--- config.mk ---
export PLATFORM = sky130hd
export DESIGN_NAME = apsp_ram
export DESIGN_NICKNAME = d
export VERILOG_FILES = /design/src/apsp_pkg.sv /design/src/apsp_ram.sv
export SDC_FILE = /design/constraint.sdc
export NUM_CORES = 2
export LEC_CHECK = 0
export ABC_CLOCK_PERIOD_IN_PS = 1800
export BUFFER_PORTS_ARGS = -buffer_cell sky130_fd_sc_hd__buf_2
export CORE_ASPECT_RATIO = 1.1
export CORE_UTILIZATION = 40
export DETAILED_ROUTE_END_ITERATION = 7
export MAX_ROUTING_LAYER = met4
export PLACE_DENSITY = 0.61
export SETUP_SLACK_MARGIN = 0.1
export SLEW_MARGIN = 40
export SYNTH_ARGS = -nofsm -noshare
export SYNTH_HDL_FRONTEND = slang
export SYNTH_SLANG_ARGS = --single-unit
--- constraint.sdc ---
create_clock -name clk_i -period 1.8 [get_ports clk_i]
set_clock_uncertainty 0.15 [all_clocks]
set_input_delay 0.09 -clock clk_i [delete_from_list [all_inputs] [get_ports clk_i]]
set_output_delay 0.09 -clock clk_i [all_outputs]
set_load 0.02 [all_outputs]
--- src/apsp_pkg.sv ---
// Shared constants and types of the all-pairs hop distance unit.
package apsp_pkg;

  // Graph size and field widths
  localparam int unsigned MAX_NODES = 64;
  localparam int unsigned NODE_W    = $clog2(MAX_NODES);
  localparam int unsigned FUNC_W    = 2;
  localparam int unsigned DIST_W    = 7;
  localparam int unsigned PAIR_W    = 13;
  localparam int unsigned CFG_W     = 7;

  // APB register file
  localparam int unsigned CFG_AW = 3;
  localparam int unsigned CFG_DW = 32;

  // Register indexes (taken from paddr[2])
  localparam logic CFG_NODE_COUNT = 1'b0;
  localparam logic CFG_DIAM_LIMIT = 1'b1;

  // Levels saturate at the top of the 7-bit range
  localparam logic [DIST_W-1:0] LEVEL_CAP = 7'd127;

  // Request codes
  localparam logic [FUNC_W-1:0] FUNC_ADD  = 2'd0;
  localparam logic [FUNC_W-1:0] FUNC_RUN  = 2'd1;
  localparam logic [FUNC_W-1:0] FUNC_READ = 2'd2;

  typedef logic [MAX_NODES-1:0] row_t;
  typedef logic [MAX_NODES-1:0][DIST_W-1:0] dist_vec_t;

  // One row of the distance store: reach bits plus the row's distances
  typedef struct packed {
    row_t      reach;
    dist_vec_t levels;
  } dist_row_t;

  typedef struct packed {
    logic [CFG_W-1:0] node_count;
    logic [CFG_W-1:0] diameter_limit;
  } cfg_t;

  // Row memory port control
  typedef struct packed {
    logic              re;
    logic [NODE_W-1:0] raddr;
    logic              we;
    logic [NODE_W-1:0] waddr;
  } mem_ctl_t;

endpackage

--- src/apsp_ram.sv ---
// Row memory with one write and one registered read port; unwritten rows read as zero.
module apsp_ram #(
  parameter int unsigned WIDTH = 64
) (
  input  logic               clk_i,
  input  logic               rst_ni,
  input  apsp_pkg::mem_ctl_t ctl_i,
  input  logic [WIDTH-1:0]   wdata_i,
  output logic [WIDTH-1:0]   rdata_o
);
  import apsp_pkg::*;

  logic [WIDTH-1:0]     mem_q [MAX_NODES];
  logic [WIDTH-1:0]     rdata_q;
  logic [MAX_NODES-1:0] valid_q;
  logic                 rvld_q;

  // Storage array and read register
  always_ff @(posedge clk_i) begin
    if (ctl_i.we) begin
      mem_q[ctl_i.waddr] <= wdata_i;
    end
    if (ctl_i.re) begin
      rdata_q <= mem_q[ctl_i.raddr];
    end
  end

  // Per-row written flags, cleared at reset
  always_ff @(posedge clk_i or negedge rst_ni) begin
    if (!rst_ni) begin
      valid_q <= '0;
      rvld_q  <= 1'b0;
    end else begin
      if (ctl_i.we) begin
        valid_q[ctl_i.waddr] <= 1'b1;
      end
      if (ctl_i.re) begin
        rvld_q <= valid_q[ctl_i.raddr];
      end
    end
  end

  assign rdata_o = rvld_q ? rdata_q : '0;

endmodule

==> impl_metrics.py <==
metrics = {
    "global_route": {
        "antenna_found_initial": 21,
        "grt_max_degree": 65,
        "grt_pass1_wl_um": 643000,
        "grt_pass1_vias": 79180,
        "grt_overflow": 0,
        "track_usage_pct": 23.8,
    },
    "drt": {
        "viasPerCell": 5.88,
        "drc": 0,
        "wire_per_inst_um": 34.8,
        "first_pass_iters": 6,
        "vias": 78467,
        "drt_iter0_drc": 11245,
        "wl_um": 465000,
        "ant_nets": 0,
    },
    "timing": {
        "finalCriticalPeriod_ns": 2.44,
        "rsz0062_at_grt": "yes",
        "timing.fmax_mhz": 409,
        "setup_viol": 128,
        "finalHoldViolations": 0,
        "relSlewSlack_pct": 52.4,
        "whs_ns": 0.0592,
        "layout_setup_ws_ns": -0.642,
        "slew_violations": 0,
        "setup_tns_ns": -58.59,
        "worst_pin_slew_ns": 0.714,
        "fin_crit_sh_pct": 136,
    },
    "yosys": {
        "syn_area_um2": 160000,
        "synthMuxAreaShare_pct": 18.3,
        "synth_fp_nets": 6390,
        "synth_seq_cells": 4225,
        "ys_types": 29,
        "synthAdderAreaFrac_pct": 0,
        "ys_warn_count": 0,
        "synth_compound_area_share_pct": 0.653,
        "synth_top_family_by_area": "multiplexers",
        "synth-seq-area-share_pct": 79.2,
        "syn_inst": 6310,
        "avgSynthCellArea_um2": 25.3,
        "synth-simple-area-share_pct": 0.948,
        "yosys.area_share.xor_xnor_pct": 0,
    },
    "setup_path": {
        "max_stage_delay_ns": 0.50,
        "reg2reg_slack_ns": -0.44,
        "worstPathRequired_ns": 1.56,
        "path_buf_inv": 3,
        "cp_slowest_cell": "dfrtp_4",
        "worstPathMaxFanout": 24,
        "critical_path.top_delay_family": "flip-flops",
        "end_kind": "output port",
        "crit_type": "flop to output port",
        "arrival_ns": 2.20,
        "crit_chain": "buf_12 > buf_16 > and2_1 > buf_4",
        "start_kind": "flop",
    },
    "run_status": {
        "status": "complete, but fails checks",
        "violations": "setup timing",
    },
    "job": {
        "cap_violations": 0,
    },
    "power_and_ir_drop": {
        "p_leak_nw": 63.1,
        "p_per_area_nw_per_um2": 1050,
        "irDropWorstVdd_mv": 1.02,
    },
    "finish": {
        "ff_latch_area_um2": 127000,
        "nFillCells": 30756,
        "drive_gt1_share_pct": 42.0,
        "final_nets": 7813,
        "fin_cells": 13350,
        "final_area_um2": 197000,
        "final_core_util_pct": 49.5,
        "multiInputGateArea_um2": 32900,
        "area_delta_synth_final_pct": 23.4,
    },
    "die": {
        "dieArea_um2": 402000,
        "rows": 243,
        "coreArea_um2": 398000,
        "die_h_um": 665,
        "start_util_pct": 40.1,
        "dieWidth_um": 605,
        "boundaryPins": 144,
    },
    "place": {
        "gp_congestion": 0.842,
        "placed_cell_area_um2": 182000,
        "dp_hpwl_um": 291000,
        "post-place-cells": 12467,
        "port_buffers": 143,
    },
    "worst_hold_path": {
        "hold_path_class": "input pin to flop",
    },
    "clocking": {
        "root_buffer": "clkbuf_16",
        "cts-buffers-inserted": 405,
        "cts_max_level": 5,
        "clk_latency_ns": 1.01,
        "clockBufferDepth": 4,
        "clock_sinks": 4225,
        "clk_pin_slew_ns": 0.07,
        "cts_tree": "built",
    },
}
-- layout by cell type, fill, tap and decap left out, types with 4 or more instances in the layout --
| master | n |
|---|---|
| and2_4 | 26 |
| mux4_2 | 1289 |
| or2_2 | 64 |
| clkinv_4 | 8 |
| inv_6 | 12 |
| edfxtp_1 | 4160 |
| clkinv_1 | 88 |
| clkinv_16 | 6 |
| clkbuf_1 | 72 |
| dlygate4sd3_1 | 110 |
| a22oi_2 | 84 |
| buf_12 | 592 |
| buf_4 | 507 |
| bufinv_16 | 47 |
| nor2b_1 | 4 |
| clkinvlp_4 | 16 |
| buf_6 | 27 |
| buf_2 | 107 |
| nand2_2 | 29 |
| nor2_1 | 5 |
| clkinv_2 | 70 |
| a22oi_1 | 48 |
| mux2i_1 | 20 |
| nor2_4 | 63 |
| diode_2 | 13 |
| clkinv_8 | 5 |
| dfrtp_1 | 64 |
| nand2_1 | 42 |
| inv_16 | 5 |
| and2_1 | 39 |
| nand3_1 | 8 |
| clkbuf_16 | 408 |
| clkbuf_8 | 5 |
-- what timing repair did --
item,in CTS,in global routing
buffers inserted,2,8
endpoints found under the setup margin,128,248
hold buffers,120,3
resized for setup,139,73
endpoints found under the hold margin,6926,516
pin swaps,78,12
-- worst reg2reg max path, stage by stage, from the launching register on --
cell and delay (ns):
edfxtp_1 0.36, mux4_2 0.48, mux4_2 0.53, a22oi_2 0.21, buf_4 0.17, nand2_2 0.04
-- per-stage QoR --
stage | setup WS, ns | power, W
floorplan | -1.09 | 0.117
global placement | -1.30 | 0.123
detailed placement | -1.31 | 0.123
CTS | -0.748 | 0.209
global route | -0.671 | 0.213
finish | -0.642 | 0.208
-- final timing paths --
check                                 to  depth (start not counted)           from
setup / recovery             rdata_o[30]                          4         rvld_q
hold / removal             mem_q[25][61]                          3    wdata_i[61]
setup reg to reg             rdata_q[19]                          5  mem_q[29][19]
hold reg to reg              valid_q[22]                          1    valid_q[22]
max in group asynchronous    valid_q[10]                          4         rst_ni
min in group asynchronous    valid_q[16]                          3         rst_ni
-- routing by layer --
layer,GRT usage (%),wire (um),vias up
li1,-,-,30478
met1,31.8,180000,43061
met2,38.1,230000,4260
met3,4.15,42100,668
met4,5.84,12900,0
met5,-,0,-
-- sequential cells by signal, summed over array words and instances (netlist names) --
name     flops
mem_q     4096
valid_q     64
rvld_q       1
rdata_q     64
-- where the power goes --
group          leakage (nW)  switching, W  total, W  internal [W]
Combinational          18.3       0.00633    0.0121       0.00576
Clock                  6.48        0.0373    0.0860        0.0488
Sequential             38.3      0.000550     0.110         0.109
-- synth_stat cells --
| master | n | area share, % |
|---|---|---|
| nand3_1 | 10 | 0.031 |
| nor2_1 | 68 | 0.16 |
| buf_2 | 111 | 0.35 |
| a41o_1 | 1 | 0.0063 |
| clkbuf_1 | 182 | 0.43 |
| nand4b_1 | 1 | 0.0055 |
| a22oi_1 | 132 | 0.62 |
| a211oi_1 | 1 | 0.0047 |
| mux2i_1 | 20 | 0.13 |
| or3b_2 | 1 | 0.0055 |
| nand2b_1 | 3 | 0.012 |
| buf_4 | 1 | 0.0047 |
| buf_1 | 36 | 0.085 |
| buf_6 | 4 | 0.028 |
| nand4_1 | 1 | 0.0039 |
| nor2b_1 | 7 | 0.027 |
| or3_1 | 1 | 0.0039 |
| dfrtp_1 | 65 | 1.0 |
| and2_1 | 65 | 0.25 |
| a21oi_1 | 1 | 0.0031 |
| mux4_2 | 1289 | 18 |
| nand3b_1 | 2 | 0.0094 |
| or2_2 | 65 | 0.25 |
| edfxtp_1 | 4160 | 78 |
| a311oi_1 | 2 | 0.011 |
| inv_1 | 3 | 0.0070 |
| a31oi_1 | 2 | 0.0078 |
| nor3_1 | 2 | 0.0063 |
| nand2_1 | 74 | 0.17 |
-- cell type report --
type,instances,area share [%]
well taps,5267,3.34
clock buffers,485,5.35
diodes,13,0.0165
flip-flops and latches,4225,64.2
clock inverters,259,1.41
multi-input cells,1748,16.7
inverters,3,0.00571
repair buffers,1350,9.00
-- logic make-up (layout without fill, tap and decap cells) --
kind of cell,count (synthesis),count (layout)
simple gates,300,300
compound gates,139,139
other cells,0,13
mux,1309,1309
buf+inv,337,2097
flops,4225,4225
Note: power is estimated with default switching activity, not from simulation.
