--- src/apsp_pkg.sv ---
// Shared constants and types of the all-pairs hop distance unit.
package apsp_pkg;

  // Graph size and field widths
  localparam int unsigned MAX_NODES = 64;
  localparam int unsigned NODE_W    = $clog2(MAX_NODES);
  localparam int unsigned FUNC_W    = 2;
  localparam int unsigned DIST_W    = 7;
  localparam int unsigned PAIR_W    = 13;
  localparam int unsigned CFG_W     = 7;

  // APB register file
  localparam int unsigned CFG_AW = 3;
  localparam int unsigned CFG_DW = 32;

  // Register indexes (taken from paddr[2])
  localparam logic CFG_NODE_COUNT = 1'b0;
  localparam logic CFG_DIAM_LIMIT = 1'b1;

  // Levels saturate at the top of the 7-bit range
  localparam logic [DIST_W-1:0] LEVEL_CAP = 7'd127;

  // Request codes
  localparam logic [FUNC_W-1:0] FUNC_ADD  = 2'd0;
  localparam logic [FUNC_W-1:0] FUNC_RUN  = 2'd1;
  localparam logic [FUNC_W-1:0] FUNC_READ = 2'd2;

  typedef logic [MAX_NODES-1:0] row_t;
  typedef logic [MAX_NODES-1:0][DIST_W-1:0] dist_vec_t;

  // One row of the distance store: reach bits plus the row's distances
  typedef struct packed {
    row_t      reach;
    dist_vec_t levels;
  } dist_row_t;

  typedef struct packed {
    logic [CFG_W-1:0] node_count;
    logic [CFG_W-1:0] diameter_limit;
  } cfg_t;

  // Row memory port control
  typedef struct packed {
    logic              re;
    logic [NODE_W-1:0] raddr;
    logic              we;
    logic [NODE_W-1:0] waddr;
  } mem_ctl_t;

endpackage

--- src/apsp_cfg_regs.sv ---
// APB register file: node count and diameter limit.
module apsp_cfg_regs (
  input  logic                          clk_i,
  input  logic                          rst_ni,
  input  logic                          psel,
  input  logic                          penable,
  input  logic                          pwrite,
  input  logic [apsp_pkg::CFG_AW-1:0]   paddr,
  input  logic [apsp_pkg::CFG_DW-1:0]   pwdata,
  output logic [apsp_pkg::CFG_DW-1:0]   prdata,
  output logic                          pready,
  output apsp_pkg::cfg_t                cfg_o
);
  import apsp_pkg::*;

  logic             wr_en;
  logic             reg_idx;
  logic [CFG_W-1:0] node_count_q;
  logic [CFG_W-1:0] diam_limit_q;

  assign pready  = 1'b1;
  assign wr_en   = psel && penable && pwrite;
  assign reg_idx = paddr[2];

  // Register writes
  always_ff @(posedge clk_i or negedge rst_ni) begin
    if (!rst_ni) begin
      node_count_q <= CFG_W'(MAX_NODES);
      diam_limit_q <= CFG_W'(MAX_NODES);
    end else if (wr_en) begin
      if (reg_idx == CFG_NODE_COUNT) begin
        node_count_q <= pwdata[CFG_W-1:0];
      end else begin
        diam_limit_q <= pwdata[CFG_W-1:0];
      end
    end
  end

  // Read back
  always_comb begin
    if (reg_idx == CFG_DIAM_LIMIT) begin
      prdata = CFG_DW'(diam_limit_q);
    end else begin
      prdata = CFG_DW'(node_count_q);
    end
  end

  assign cfg_o.node_count     = node_count_q;
  assign cfg_o.diameter_limit = diam_limit_q;

endmodule

--- config.mk ---
export PLATFORM = sky130hd
export DESIGN_NAME = apsp_cfg_regs
export DESIGN_NICKNAME = d
export VERILOG_FILES = /design/src/apsp_pkg.sv /design/src/apsp_cfg_regs.sv
export SDC_FILE = /design/constraint.sdc
export NUM_CORES = 1
export LEC_CHECK = 0
export ABC_AREA = 1
export BUFFER_PORTS_ARGS = -buffer_cell sky130_fd_sc_hd__buf_2
export CORE_MARGIN = 10
export CORE_UTILIZATION = 35
export CTS_CLUSTER_DIAMETER = 150
export DETAILED_ROUTE_END_ITERATION = 16
export HOLD_SLACK_MARGIN = 0.12
export PLACE_DENSITY = 0.87
export SYNTH_ARGS = -nofsm -noshare
export SYNTH_HDL_FRONTEND = slang
export SYNTH_SLANG_ARGS = --single-unit
--- constraint.sdc ---
create_clock -name clk_i -period 0.9 [get_ports clk_i]
set_clock_uncertainty 0.05 [all_clocks]
set_input_delay 0.09 -clock clk_i [delete_from_list [all_inputs] [get_ports clk_i]]
set_output_delay 0.09 -clock clk_i [all_outputs]
set_load 0.02 [all_outputs]
==> impl_metrics.py, run 1 <==
metrics = {
    "outcome": {
        "status": "complete, but fails checks",
        "violations": "negative setup slack",
    },
    "sta": {
        "fmax_mhz": 848,
        "fin_hold_ws_ns": 0.145,
        "final_max_slew_viol_count": 0,
        "min_period_ns": 1.18,
        "hold_viol": 0,
        "finalCritPeriodShare_pct": 131,
        "worst_slack_ns": -0.279,
        "rsz0062_at_grt": "true",
        "final-setup-viol-count": 23,
        "tns_ns": -3.62,
    },
    "critical_path": {
        "path_max_fanout": 3,
        "reg2reg_from": "diam_limit_q[1]$_DFFE_PN0P_",
        "crit_type": "register to primary output",
        "crit_path_top_delay_cell": "dfstp_2",
        "path_common_cell": "nand2_2",
        "crit_chain": "nand2_2 > nand2_2 > buf_6",
        "cpPeakStageDelay_ns": 0.56,
        "worstSetupEndpointType": "primary output",
        "cp_top_family": "flip-flops",
        "ff2ff_path_depth": 5,
        "crit_buf_inv": 1,
        "timing.reg2reg.setup_slack_ns": -0.11,
        "critPathRequiredTime_ns": 0.76,
        "start_kind": "register",
        "r2r-end": "diam_limit_q[1]$_DFFE_PN0P_",
        "arrival_ns": 1.04,
    },
    "clock_network": {
        "clock-sinks": 14,
        "clk_pin_slew_ns": 0.08,
        "clock-root-buffer": "clkbuf_4",
        "clk_path_buf_depth": 2,
        "clock_latency_ns": 0.27,
        "cts_buffers": 3,
        "h-tree-depth": 1,
        "cts_tree": "done",
    },
    "route": {
        "drc": 0,
        "routed_wl_mm": 2.59,
        "dr.first_iter.drc_count": 30,
        "antenna_left": 0,
        "routedWlPerCell_um": 12.4,
        "via_per_inst": 4.11,
        "dr_total_vias": 859,
        "drt-pass1-iter-count": 4,
    },
    "global_route": {
        "antenna_found_initial": 0,
        "grt_remaining_overflow": 0,
        "grt_pass1_wl_mm": 3.92,
        "grt_max_degree": 15,
        "grt_use_total_pct": 9.18,
        "first_global_vias": 886,
    },
    "layout": {
        "final_common_cell": "nand2_1",
        "instances_no_fill": 209,
        "most-common-layout-cells": "nand2_1 (42), buf_6 (30), conb_1 (26)",
        "utilization_pct": 59.0,
        "areaGrowthSynthToFinish_pct": 63.6,
        "n_antenna_cell": 0,
        "drive_gt1_share_pct": 42.5,
        "fin_nets": 220,
        "finalInstanceArea_mm2": 0.00144,
    },
    "hold_path": {
        "whs_endpoint": "node_count_q[6]$_DFFE_PN1P_",
        "hold_class": "input port to register",
        "holdPathStages": 5,
        "hp-start": "pwrite",
    },
    "power_and_ir_drop": {
        "peakVddDrop_mv": 1.01,
        "p_seq_share_pct": 32.5,
        "powerDensity_mw_per_mm2": 1860,
        "p_sw_mw": 0.965,
        "netSwitchingFraction_pct": 36.1,
        "clockPowerShare_pct": 16.5,
        "internal_power_mw": 1.71,
        "power_frac_comb_pct": 51.0,
        "p_leak_nw": 0.815,
    },
    "yosys": {
        "ys.warnings.count": 0,
        "syn_area_um2": 877,
        "avgSynthCellArea_um2": 7.63,
        "seq_area_frac_synth_pct": 40.2,
        "ys_ff_latch": 14,
        "synth_cells": 115,
        "synth_cell_types": 12,
    },
    "floorplan": {
        "die_x_um": 70.1,
        "die_y_um": 70.1,
        "fp.coreArea_mm2": 0.00243,
        "ios": 87,
        "initial_utilization_pct": 36.1,
        "row_count": 18,
        "dieArea_mm2": 0.00491,
    },
    "placement": {
        "gp_congestion": 0.728,
        "portBuffers": 33,
        "dp_cells": 177,
        "place_area_um2": 988,
        "dp.final_hpwl_mm": 1.84,
    },
    "flow_run": {
        "cap_violations": 0,
    },
}
==> routing by layer <==
metal / up-vias / track usage, % / part of all wire (%)
met2: 32 / 16.5 / 53
met1: 391 / 9.21 / 39
met5: - / 0 / 0
li1: 434 / - / -
met4: 0 / 3.95 / 0.81
met3: 2 / 3.39 / 7.0
==> kinds of logic (layout without fill, tap and decap cells) <==
logic type	Yosys count	count (layout)	share of synthesized area, %
AND/OR/NAND/NOR	67	67	32.8
buffers and inverters	32	72	26.1
flip-flops	14	14	40.2
other	2	26	0.856
==> power groups by stage <==
stage	registers [mW]	clock network [mW]	logic, mW
3_5_place_dp	0.860	0	0.783
3_3_place_gp	0.854	0	0.772
5_1_grt	0.884	0.483	1.47
2_1_floorplan	1.00	0	0.440
4_1_cts	0.870	0.458	1.11
6_report	0.867	0.441	1.36
==> layout make-up <==
type	count	area [um2]
inverter	2	7.51
timing repair buffer	66	596
multi-input combinational	93	405
tap	30	37.5
sequential	14	353
fill	209	997
clock buffer	4	36.3
==> flip-flops by register name (all words and copies together), names as in the netlist <==
signal / flops
node_count_q: 7
diam_limit_q: 7
==> worst max-delay path by stage <==
stage | startpoint | endpoint | slack [ns] | cells after the start
global route | diam_limit_q[6]$_DFFE_PN1P_ | prdata[6] | -0.33 | 3
finish | diam_limit_q[6]$_DFFE_PN1P_ | prdata[6] | -0.28 | 3
detailed placement | node_count_q[6]$_DFFE_PN1P_ | prdata[6] | -0.02 | 3
global placement | node_count_q[6]$_DFFE_PN1P_ | prdata[6] | -0.02 | 3
CTS | diam_limit_q[6]$_DFFE_PN1P_ | prdata[6] | -0.30 | 3
floorplan | node_count_q[6]$_DFFE_PN1P_ | prdata[6] | -0.008 | 2
==> stage by stage <==
step	power (mW)	setup WS, ns
2_1_floorplan	1.44	-0.00845
6_report	2.67	-0.279
4_1_cts	2.43	-0.296
3_3_place_gp	1.63	-0.0208
3_5_place_dp	1.64	-0.0228
5_1_grt	2.83	-0.334
==> worst register-to-register path, delay by kind of cell (launching register included) <==
family / cells / cell delay, ns
flops: 1 / 0.40
simple gates: 2 / 0.10
buf+inv: 3 / 0.37
==> Yosys cell counts <==
cell type  number  area share [%]
buf_2           3             1.7
buf_4          26              22
buf_6           1             1.3
conb_1          2            0.86
dfrtp_1        12              34
dfstp_2         2             6.0
inv_2           2            0.86
nand2_1        50              21
nand3_1        14             8.0
nand4_1         1            0.71
nand4_2         1             1.4
nor2_4          1             1.3
==> timing repair <==
| item | in CTS | in global routing |
|---|---|---|
| endpoints found under the setup margin | 21 | 21 |
| cloned | 0 | 0 |
| pin swaps | 11 | 11 |
| resized for setup | 39 | 18 |
| endpoints found under the hold margin | 28 | 0 |
| hold buffers | 8 | 0 |
| buffers inserted | 8 | 12 |
No activity file was read; power rests on OpenSTA's default activity.
==> run 2, diff against run 1 <==
- CTS_BUF_LIST: unset -> sky130_fd_sc_hd__clkbuf_16
==> impl_metrics.py, run 2 (synthesized netlist as in run 1, its figures left out) <==
metrics = {
    "outcome": {
        "status": "complete, but fails checks",
        "violations": "negative setup slack",
    },
    "hold_path": {
        "hold_class": "input port to register",
        "hp-start": "pwrite",
    },
    "power_and_ir_drop": {
        "peakVddDrop_mv": 1.31,
        "power.total_mw": 3.05,
        "p_leak_nw": 0.825,
        "powerDensity_mw_per_mm2": 2080,
    },
    "critical_path": {
        "crit_type": "register to primary output",
        "path_common_cell": "nand2_2",
        "critPathLaunch": "diam_limit_q[6]$_DFFE_PN1P_",
        "crit_path_top_delay_cell": "dfstp_2",
        "worstSetupEndpointType": "primary output",
        "crit_chain": "nand2_2 > nand2_2 > buf_6",
        "critPathRequiredTime_ns": 0.76,
        "cpPeakStageDelay_ns": 0.54,
        "reg2reg_from": "diam_limit_q[1]$_DFFE_PN0P_",
        "arrival_ns": 0.99,
        "path_max_fanout": 3,
        "start_kind": "register",
        "cp_top_family": "flip-flops",
        "crit_buf_inv": 1,
    },
    "sta": {
        "final_max_slew_viol_count": 0,
        "rsz0062_at_grt": "true",
        "worst_slack_ns": -0.235,
        "tns_ns": -2.54,
        "hold_viol": 0,
        "fmax_mhz": 881,
        "fin_hold_ws_ns": 0.183,
        "final-setup-viol-count": 21,
        "min_period_ns": 1.13,
        "finalCritPeriodShare_pct": 126,
    },
    "global_route": {
        "grt_max_degree": 15,
        "first_global_vias": 877,
        "grt_use_total_pct": 9.71,
        "antenna_found_initial": 0,
        "grt_remaining_overflow": 0,
        "grt_pass1_wl_mm": 4.02,
    },
    "placement": {
        "portBuffers": 33,
        "gp_congestion": 0.728,
        "dp.final_hpwl_mm": 1.84,
        "place_area_um2": 988,
    },
    "layout": {
        "finalInstanceArea_mm2": 0.00147,
        "n_antenna_cell": 0,
        "areaGrowthSynthToFinish_pct": 67.0,
        "reg_top3": "diam_limit_q: 7 flops, node_count_q: 7 flops",
        "utilization_pct": 60.2,
        "final_common_cell": "nand2_1",
        "fin_nets": 219,
        "drive_gt1_share_pct": 42.1,
        "num-fill-cells": 206,
        "most-common-layout-cells": "nand2_1 (41), buf_6 (28), conb_1 (26)",
    },
    "route": {
        "routed_wl_mm": 2.63,
        "dr_total_vias": 855,
        "antenna_left": 0,
        "dr.first_iter.drc_count": 30,
        "drc": 0,
        "routedWlPerCell_um": 12.6,
        "drt-pass1-iter-count": 4,
        "via_per_inst": 4.11,
    },
    "floorplan": {
        "fp.coreArea_mm2": 0.00243,
        "die_x_um": 70.1,
        "row_count": 18,
        "ios": 87,
        "die_y_um": 70.1,
        "initial_utilization_pct": 36.1,
        "dieArea_mm2": 0.00491,
    },
    "clock_network": {
        "clock-sinks": 14,
        "h-tree-depth": 1,
        "cts_buffers": 3,
        "clk_pin_slew_ns": 0.04,
        "clock-root-buffer": "clkbuf_16",
        "clk_path_buf_depth": 2,
        "clock_latency_ns": 0.24,
        "cts_tree": "done",
    },
    "flow_run": {
        "cap_violations": 0,
    },
}
[run 2: final cells by class]
class / instances / area, um2 / share of cell area (%)
repair buffers: 65 / 581 / 39.6
multi-input cells: 93 / 408 / 27.8
flip-flops and latches: 14 / 353 / 24.1
clock buffers: 3 / 75.1 / 5.12
well taps: 30 / 37.5 / 2.56
inverters: 2 / 7.51 / 0.512
clock inverters: 1 / 3.75 / 0.256
[run 2: path summary, 6_finish.rpt]
kind / end / slack [ns] / depth (start not counted)
setup / recovery: prdata[6] / -0.23 / 3
hold / removal: node_count_q[6]$_DFFE_PN1P_ / 0.18 / 5
setup reg to reg: diam_limit_q[1]$_DFFE_PN0P_ / 0.02 / 4
hold reg to reg: diam_limit_q[6]$_DFFE_PN1P_ / 0.43 / 2
max in group asynchronous: diam_limit_q[6]$_DFFE_PN1P_ / 0.28 / 2
min in group asynchronous: diam_limit_q[1]$_DFFE_PN0P_ / 0.24 / 2
[run 2: tightest hold or removal path, stage by stage]
cell and delay, ns:
buf_2 0.12, inv_2 0.06, nor2_4 0.07, nand3_1 0.07, nand2_1 0.05
[run 2: routing by layer]
metal	vias to the layer above	part of all wire, %	GRT usage (%)
met3	4	8.6	3.67
li1	432	-	-
met5	-	0	0
met2	38	52	17.0
met1	381	37	9.63
met4	0	1.9	5.26
[run 2: where the power goes]
group / internal (mW) / leakage, nW / switching [mW]
logic: 0.682 / 0.615 / 0.660
registers: 0.763 / 0.172 / 0.107
clock network: 0.586 / 0.0385 / 0.247
total: 2.03 / 0.825 / 1.01
[run 2: per-stage QoR]
| step | worst slack [ns] | cells |
|---|---|---|
| 3_3_place_gp | -0.0208 | 177 |
| 3_5_place_dp | -0.0228 | 177 |
| 5_1_grt | -0.274 | 208 |
| 6_report | -0.235 | 208 |
| 2_1_floorplan | -0.00845 | 139 |
| 4_1_cts | -0.246 | 197 |
[run 2: timing repair]
action / CTS / global route
gates resized for setup: 39 / 17
pin swaps: 11 / 10
buffers inserted: 8 / 11
hold endpoints to repair: 28 / 0
hold buffers: 8 / 0
setup endpoints to repair: 21 / 21
==> run 3, diff against run 2 <==
- CORE_MARGIN: 10 -> 5
==> impl_metrics.py, run 3 (synthesized netlist as in run 1, its figures left out) <==
metrics = {
    "sta": {
        "worst_slack_ns": -0.275,
        "fmax_mhz": 851,
        "hold_viol": 0,
        "min_period_ns": 1.17,
        "tns_ns": -2.70,
        "fin_hold_ws_ns": 0.177,
        "rsz0062_at_grt": "true",
        "final_max_slew_viol_count": 0,
        "final-setup-viol-count": 26,
        "finalCritPeriodShare_pct": 131,
    },
    "critical_path": {
        "start_kind": "register",
        "cpPeakStageDelay_ns": 0.56,
        "critPathRequiredTime_ns": 0.76,
        "crit_path_top_delay_cell": "dfstp_2",
        "crit_chain": "nand2_2 > nand2_2 > buf_6",
        "path_common_cell": "nand2_2",
        "path_max_fanout": 3,
        "worstSetupEndpointType": "primary output",
        "cp_top_family": "flip-flops",
        "crit_type": "register to primary output",
        "arrival_ns": 1.03,
        "crit_buf_inv": 1,
    },
    "clock_network": {
        "clk_path_buf_depth": 2,
        "clk_pin_slew_ns": 0.05,
        "h-tree-depth": 1,
        "clock-root-buffer": "clkbuf_16",
        "cts_buffers": 3,
        "clock_latency_ns": 0.24,
        "cts_tree": "done",
        "clock-sinks": 14,
    },
    "layout": {
        "drive_gt1_share_pct": 38.4,
        "fin_nets": 218,
        "final_common_cell": "nand2_1",
        "reg_top3": "diam_limit_q: 7 flops, node_count_q: 7 flops",
        "most-common-layout-cells": "nand2_1 (47), buf_6 (28), conb_1 (26)",
        "areaGrowthSynthToFinish_pct": 64.8,
        "num-fill-cells": 203,
        "utilization_pct": 59.4,
        "n_antenna_cell": 0,
    },
    "route": {
        "drc": 0,
        "drt-pass1-iter-count": 6,
        "dr.first_iter.drc_count": 47,
        "dr_total_vias": 932,
        "via_per_inst": 4.50,
        "routed_wl_mm": 2.67,
        "routedWlPerCell_um": 12.9,
        "antenna_left": 0,
    },
    "floorplan": {
        "row_count": 18,
        "die_y_um": 60.1,
        "ios": 87,
        "initial_utilization_pct": 36.1,
        "fp.coreArea_mm2": 0.00243,
        "die_x_um": 60.1,
        "dieArea_mm2": 0.00361,
    },
    "global_route": {
        "antenna_found_initial": 0,
        "grt_use_total_pct": 13.4,
        "first_global_vias": 824,
        "grt_remaining_overflow": 0,
        "grt_pass1_wl_mm": 3.65,
        "grt_max_degree": 15,
    },
    "outcome": {
        "status": "complete, but fails checks",
        "violations": "negative setup slack",
    },
    "placement": {
        "gp_congestion": 0.814,
        "portBuffers": 33,
        "dp.final_hpwl_mm": 1.56,
    },
    "power_and_ir_drop": {
        "powerDensity_mw_per_mm2": 2110,
        "p_leak_nw": 0.821,
        "peakVddDrop_mv": 1.58,
    },
    "hold_path": {
        "hold_class": "input port to register",
    },
    "flow_run": {
        "cap_violations": 0,
    },
}
-- run 3: cell types whose count changed in the layout (fill, tap and decap cells not counted) --
cell	delta
nand2_1	+6
buf_2	-1
nand2_2	-6
-- run 3: power breakdown --
group          switching [mW]  total, mW  internal [mW]
Sequential              0.106      0.869          0.763
Combinational           0.664       1.34          0.677
Clock                   0.252      0.839          0.587
Total                    1.02       3.05           2.03
-- run 3: what timing repair did --
| action | in CTS | in global routing |
|---|---|---|
| pin swaps | 16 | 8 |
| hold endpoints to repair | 28 | 0 |
| endpoints found under the setup margin | 21 | 21 |
| buffers inserted | 8 | 11 |
| hold buffers | 8 | 0 |
| resized for setup | 40 | 11 |
-- run 3: final cells by class --
class / instances / area (um2) / share of cell area (%)
Timing Repair Buffer: 64 / 576 / 39.8
Sequential cell: 14 / 353 / 24.4
Inverter: 2 / 7.51 / 0.519
Clock buffer: 3 / 75.1 / 5.19
Tap cell: 30 / 37.5 / 2.60
Clock inverter: 1 / 3.75 / 0.260
Multi-Input combinational cell: 93 / 393 / 27.2
-- run 3: per-layer routing --
| metal | track usage, % | wire, um | up-vias |
|---|---|---|---|
| li1 | - | - | 432 |
| met3 | 2.16 | 253 | 7 |
| met2 | 24.7 | 1470 | 64 |
| met1 | 14.6 | 885 | 429 |
| met4 | 6.65 | 61 | 0 |
| met5 | 0 | 0 | - |
-- run 3: worst min-delay path, cell delays in order --
cell     delay, ns
buf_2         0.12
inv_2         0.06
nor2_4        0.07
nand3_1       0.07
nand2_1       0.05
-- run 3: through the flow --
step	power [mW]	area [um2]	worst slack, ns	cells
after global routing	3.19	1450	-0.295	207
final	3.05	1450	-0.275	207
after floorplan	1.44	970	-0.00845	139
after detailed placement	1.63	981	-0.0224	176
after global placement	1.61	981	-0.0207	176
after CTS	2.81	1320	-0.248	196
-- run 3: final timing paths --
path                                                to                        start  cells past startpoint  slack [ns]
min reg2reg                node_count_q[6]$_DFFE_PN1P_  node_count_q[6]$_DFFE_PN1P_                      2        0.43
min in group asynchronous  node_count_q[4]$_DFFE_PN0P_                       rst_ni                      2        0.26
max                                          prdata[6]  diam_limit_q[6]$_DFFE_PN1P_                      3       -0.27
max reg2reg                diam_limit_q[0]$_DFFE_PN0P_  diam_limit_q[0]$_DFFE_PN0P_                      4       -0.04
max in group asynchronous  node_count_q[6]$_DFFE_PN1P_                       rst_ni                      2        0.25
min                        diam_limit_q[6]$_DFFE_PN1P_                       pwrite                      5        0.18
